## src/hw/rtl/swfts_pkg.sv

```systemverilog
// Package for the sliding-window frame statistics core.
// Widths, sequencer states and shared constants; no dependencies.
`timescale 1ns / 1ps
`default_nettype none
package swfts_pkg;
  localparam int unsigned RingDepthDef = 1024;
  localparam logic [31:0] WindowReset  = 32'd20000000;
  localparam logic [63:0] FpsScale     = 64'd256000000;
  localparam int unsigned DivW         = 64;

  typedef enum logic [12:0] {
    S_IDLE   = 13'b0000000000001,
    S_EVRD   = 13'b0000000000010,
    S_EVAPP  = 13'b0000000000100,
    S_PRVRD  = 13'b0000000001000,
    S_STORE  = 13'b0000000010000,
    S_AGERD  = 13'b0000000100000,
    S_AGECHK = 13'b0000001000000,
    S_SCNRD  = 13'b0000010000000,
    S_SCNACC = 13'b0000100000000,
    S_LATRD  = 13'b0001000000000,
    S_DIVGO  = 13'b0010000000000,
    S_DIVWT  = 13'b0100000000000,
    S_OUT    = 13'b1000000000000
  } seq_state_e;

  typedef struct packed {
    logic start;
    logic busy;
    logic done;
  } div_ctl_t;
endpackage
`default_nettype wire

```

## src/hw/rtl/swfts_div.sv

```systemverilog
// Radix-2 restoring divider with round-to-nearest, ties upward.
// One quotient bit per cycle; uses swfts_pkg for the width.
`timescale 1ns / 1ps
`default_nettype none
module swfts_div (
  input  wire logic                       clk_i,
  input  wire logic                       rst_ni,
  input  wire logic                       start_i,
  input  wire logic [swfts_pkg::DivW-1:0] num_i,
  input  wire logic [swfts_pkg::DivW-1:0] den_i,
  output logic                            done_o,
  output logic [swfts_pkg::DivW-1:0]      quo_o
);
  import swfts_pkg::*;
  localparam int unsigned CntW = $clog2(DivW + 1);

  logic [DivW-1:0] n_q, d_q, q_q, r_q;
  logic [CntW-1:0] cnt_q;
  logic            busy_q;
  logic [DivW:0]   rsh;
  logic [DivW:0]   rsub;

  assign rsh  = {r_q, n_q[DivW-1]};
  assign rsub = rsh - {1'b0, d_q};

  always_ff @(posedge clk_i or negedge rst_ni) begin
    if (!rst_ni) begin
      busy_q <= 1'b0;
      done_o <= 1'b0;
      cnt_q  <= '0;
    end else begin
      done_o <= 1'b0;
      if (start_i) begin
        busy_q <= (den_i != '0);
        done_o <= (den_i == '0);
        cnt_q  <= CntW'(DivW);
      end else if (busy_q) begin
        cnt_q <= cnt_q - 1'b1;
        if (cnt_q == CntW'(1)) begin
          busy_q <= 1'b0;
          done_o <= 1'b1;
        end
      end
    end
  end

  always_ff @(posedge clk_i) begin
    if (start_i) begin
      n_q <= num_i + (den_i >> 1);
      d_q <= den_i;
      q_q <= '0;
      r_q <= '0;
    end else if (busy_q) begin
      n_q <= {n_q[DivW-2:0], 1'b0};
      if (!rsub[DivW]) begin
        r_q <= rsub[DivW-1:0];
        q_q <= {q_q[DivW-2:0], 1'b1};
      end else begin
        r_q <= rsh[DivW-1:0];
        q_q <= {q_q[DivW-2:0], 1'b0};
      end
    end
  end

  assign quo_o = (d_q == '0) ? '0 : q_q;
endmodule
`default_nettype wire

```

## config.mk

```make
export PLATFORM = sky130hd
export DESIGN_NAME = swfts_div
export DESIGN_NICKNAME = d
export VERILOG_FILES = /design/src/hw/rtl/swfts_pkg.sv /design/src/hw/rtl/swfts_div.sv
export SDC_FILE = /design/constraint.sdc
export NUM_CORES = 1
export LEC_CHECK = 0
export ABC_AREA = 1
export BUFFER_PORTS_ARGS = -buffer_cell sky130_fd_sc_hd__buf_2
export CAP_MARGIN = 20
export CORE_MARGIN = 5
export CORE_UTILIZATION = 54
export CTS_CLUSTER_DIAMETER = 200
export DETAILED_ROUTE_END_ITERATION = 16
export PLACE_DENSITY = 0.8
export SYNTH_ARGS = -nofsm -noshare
export SYNTH_HDL_FRONTEND = slang
export SYNTH_SLANG_ARGS = --single-unit
```

## constraint.sdc

```tcl
create_clock -name clk_i -period 6 [get_ports clk_i]
set_clock_uncertainty 0.05 [all_clocks]
set_input_delay 0.9 -clock clk_i [delete_from_list [all_inputs] [get_ports clk_i]]
set_output_delay 0.9 -clock clk_i [all_outputs]
set_load 0.02 [all_outputs]
```

==> run_results.csv <==
group,metric,value,unit
routing,antenna_left,0,
sta,setup_viol,0,
synth,synth_top_family_by_area,"simple AND/OR/NAND/NOR gates",
synth,async_reset_ff_frac,0.0340,
critical_path,regToRegEndpoint,"r_q[38]",
synth,synth_nets,3646,
synth,synthCells,3384,
synth,synth_seq_cells,265,
synth,yosysWarnings,0,
global_route,grt_overflow,0,
critical_path,endpoint_kind,"output pin",
synth,ys_dominant_reg_cell,"edfxtp_1",
critical_path,crit_arrival,2.95,ns
finish,area_growth,12.0,%
clocking,cts_buffers,30,
finish,drive_gt1_frac,0.0784,
synth,ys_seq_area_frac,0.314,
routing,wirelength,70300,um
clocking,cts_resized,0,
floorplanning,die_w,208,um
critical_path,setup.worst_path.class,"flip-flop to output pin",
finish,fin_cells,4112,
routing,first_pass_iters,6,
place,gp_congestion,1.12,
critical_path,reg2reg_from,"d_q[0]",
floorplanning,die_h,208,um
place,dp_cells,4045,
synth,synth_compound_area_frac,0.0969,
power,peakVddDrop,223,uV
sta,fmax,256,MHz
global_route,use_met2,0.509,
outcome,status,"complete, no violations",
power,powerDensity,213,nW/um^2
place,portBuffers,195,
global_route,antenna_found_initial,10,
routing,drc,0,
global_route,met3_usage,0.0468,
synth,syn_area,21100,um^2
clocking,htree_levels,1,
global_route,met1_usage,0.399,
sta,post-route-min-period,3.90,ns
clocking,cts_sinks,265,
global_route,track_usage,0.310,
floorplanning,num_io_pins,196,
sta,slew_headroom,0.288,
clocking,postCtsHoldBufs,0,
sta,tns,0,ns
global_route,grt_pass1_vias,20600,
floorplanning,row_count,72,
finish,fin_util,0.612,
power,leakage,12.2,nW
synth,avgSynthCellArea,6.24,um^2
clocking,cts_root_buf,"clkbuf_16",
critical_path,reg2regPathDepth,19,
routing,via_per_inst,5.44,
sta,period_share,0.650,
global_route,top_usage_layer,"met2",
global_route,grt_max_degree,103,
run,maxCapViolCount,0,
critical_path,worst_ep_required_time,5.05,ns
synth,synthAdderAreaFrac,0.0784,
routing,via_count,22400,
finish,final_nets,3822,
sta,rsz0062_at_grt,"no",
sta,hold_viol_final,0,
power,p_total,5.05,mW
synth,synth_edf_count,128,
clocking,cts_buffer_depth,3,
floorplanning,coreArea,38600,um^2
critical_path,r2r_slack,2.63,ns
floorplanning,die_area,43100,um^2
global_route,grt_pass1_wl,109000,um
routing,routedWlPerCell,17.1,um
sta,tightest_slew,1.07,ns
clocking,cts_setup_buffers,0,
clocking,clkLatencyLatePin,0.61,ns
synth,synth_mux_area_frac,0,
routing,drt_iter0_drc,2176,
clocking,cts_tree,"built",
sta,holdWs,0.0822,ns
place,dpl.hpwl,55800,um
synth,synthSimpleGateAreaFrac,0.365,
clocking,cts.clk_slew.worst_paths,0.06,ns
worst_hold_path,hold_path.class,"primary input to asynchronous set/reset pin",
floorplanning,start_util,0.546,
critical_path,critPathLaunchType,"flip-flop",
synth,yosysUniqueCellTypes,45,
sta,slew_viol_final,0,
critical_path,cp_max_fo,64,
synth,synthXorXnorAreaFrac,0.0232,
worst max path at each step:
stage,depth (start not counted),to,from,slack (ns)
global placement,13,n_q[62],den_i[1],2.39
floorplan,4,n_q[0],start_i,2.30
CTS,6,quo_o[1],d_q[11],2.11
detailed placement,13,n_q[54],den_i[1],2.40
finish,6,quo_o[41],d_q[11],2.10
global route,6,quo_o[27],d_q[11],2.01
critical path, cell delays in order (launching register included):
cell	delay, ns
edfxtp_1	0.46
nor4_1	0.34
nand4_1	0.27
nor4_4	0.34
buf_4	0.55
nor2_1	0.12
buf_2	0.20
final cells by class:
class,count,area (um^2)
Fill cell,3703,15000
Multi-Input combinational cell,2445,11900
Sequential cell,265,6630
Inverter,615,2310
Timing Repair Buffer,203,1060
Clock buffer,43,863
Tap cell,518,648
Clock inverter,13,180
Antenna cell,10,25.0
cell families after synthesis:
kind of cell | Yosys count
adder cells (fa/ha/maj) | 131
buffers and inverters | 674
XOR/XNOR | 56
flip-flops | 265
AND/OR/NAND/NOR | 1888
AO/OA/AOI/OAI | 370
through the flow:
step / area (um^2) / worst slack [ns]
floorplan: 21100 / 2.30
global placement: 22500 / 2.39
detailed placement: 22500 / 2.40
CTS: 23600 / 2.11
global route: 23600 / 2.01
finish: 23600 / 2.10
Yosys cell counts (7+ instances only):
master       n  area (um^2)
nand2_1   1182         4440
inv_1      610         2290
nor2_1     379         1420
nand3_1    185          926
a21oi_1    149          746
ha_1       129         1610
dfxtp_1    128         2560
edfxtp_1   128         3840
o21ai_0    101          505
o22ai_1     64          400
xnor2_1     40          350
clkbuf_1    38          143
nor4_1      34          213
nor3_1      31          155
nand4_1     27          169
nand3b_1    24          180
o21bai_1    20          150
xor2_1      16          140
a31oi_1     10         62.6
dfrtp_1      9          225
a21boi_0     8         60.1
buf_4        8         60.1
o21ai_1      7         35.0
registers in the layout (all words and copies together), names as in the netlist:
| name | flops |
|---|---|
| done_o | 1 |
| d_q | 64 |
| q_q | 64 |
| busy_q | 1 |
| n_q | 64 |
| r_q | 64 |
| cnt_q | 7 |
report_power, final:
group          internal [mW]  leakage, nW  switching [mW]  total (mW)
Combinational          0.322         9.22           0.672       0.994
Clock                   1.14        0.513           0.802        1.94
Sequential              2.05         2.46          0.0604        2.11
Total                   3.51         12.2            1.53        5.05
routing by layer:
| layer | vias to the layer above | routed length [um] |
|---|---|---|
| met2 | 1034 | 31800 |
| met3 | 226 | 5940 |
| li1 | 11000 | - |
| met5 | - | 13 |
| met1 | 10100 | 28300 |
| met4 | 2 | 4220 |
cell usage in the layout, fill, tap and decap left out, types with 16 or more instances in the layout:
master     count
nand2_1     1182
inv_1        609
nor2_1       377
buf_2        194
nand3_1      185
a21oi_1      149
ha_1         129
edfxtp_1     128
dfxtp_1      128
o21ai_0      101
o22ai_1       64
xnor2_1       40
nor4_1        34
nor3_1        31
clkbuf_16     31
nand4_1       27
nand3b_1      24
o21bai_1      20
xor2_1        16
(Power assumes the default switching activity.)
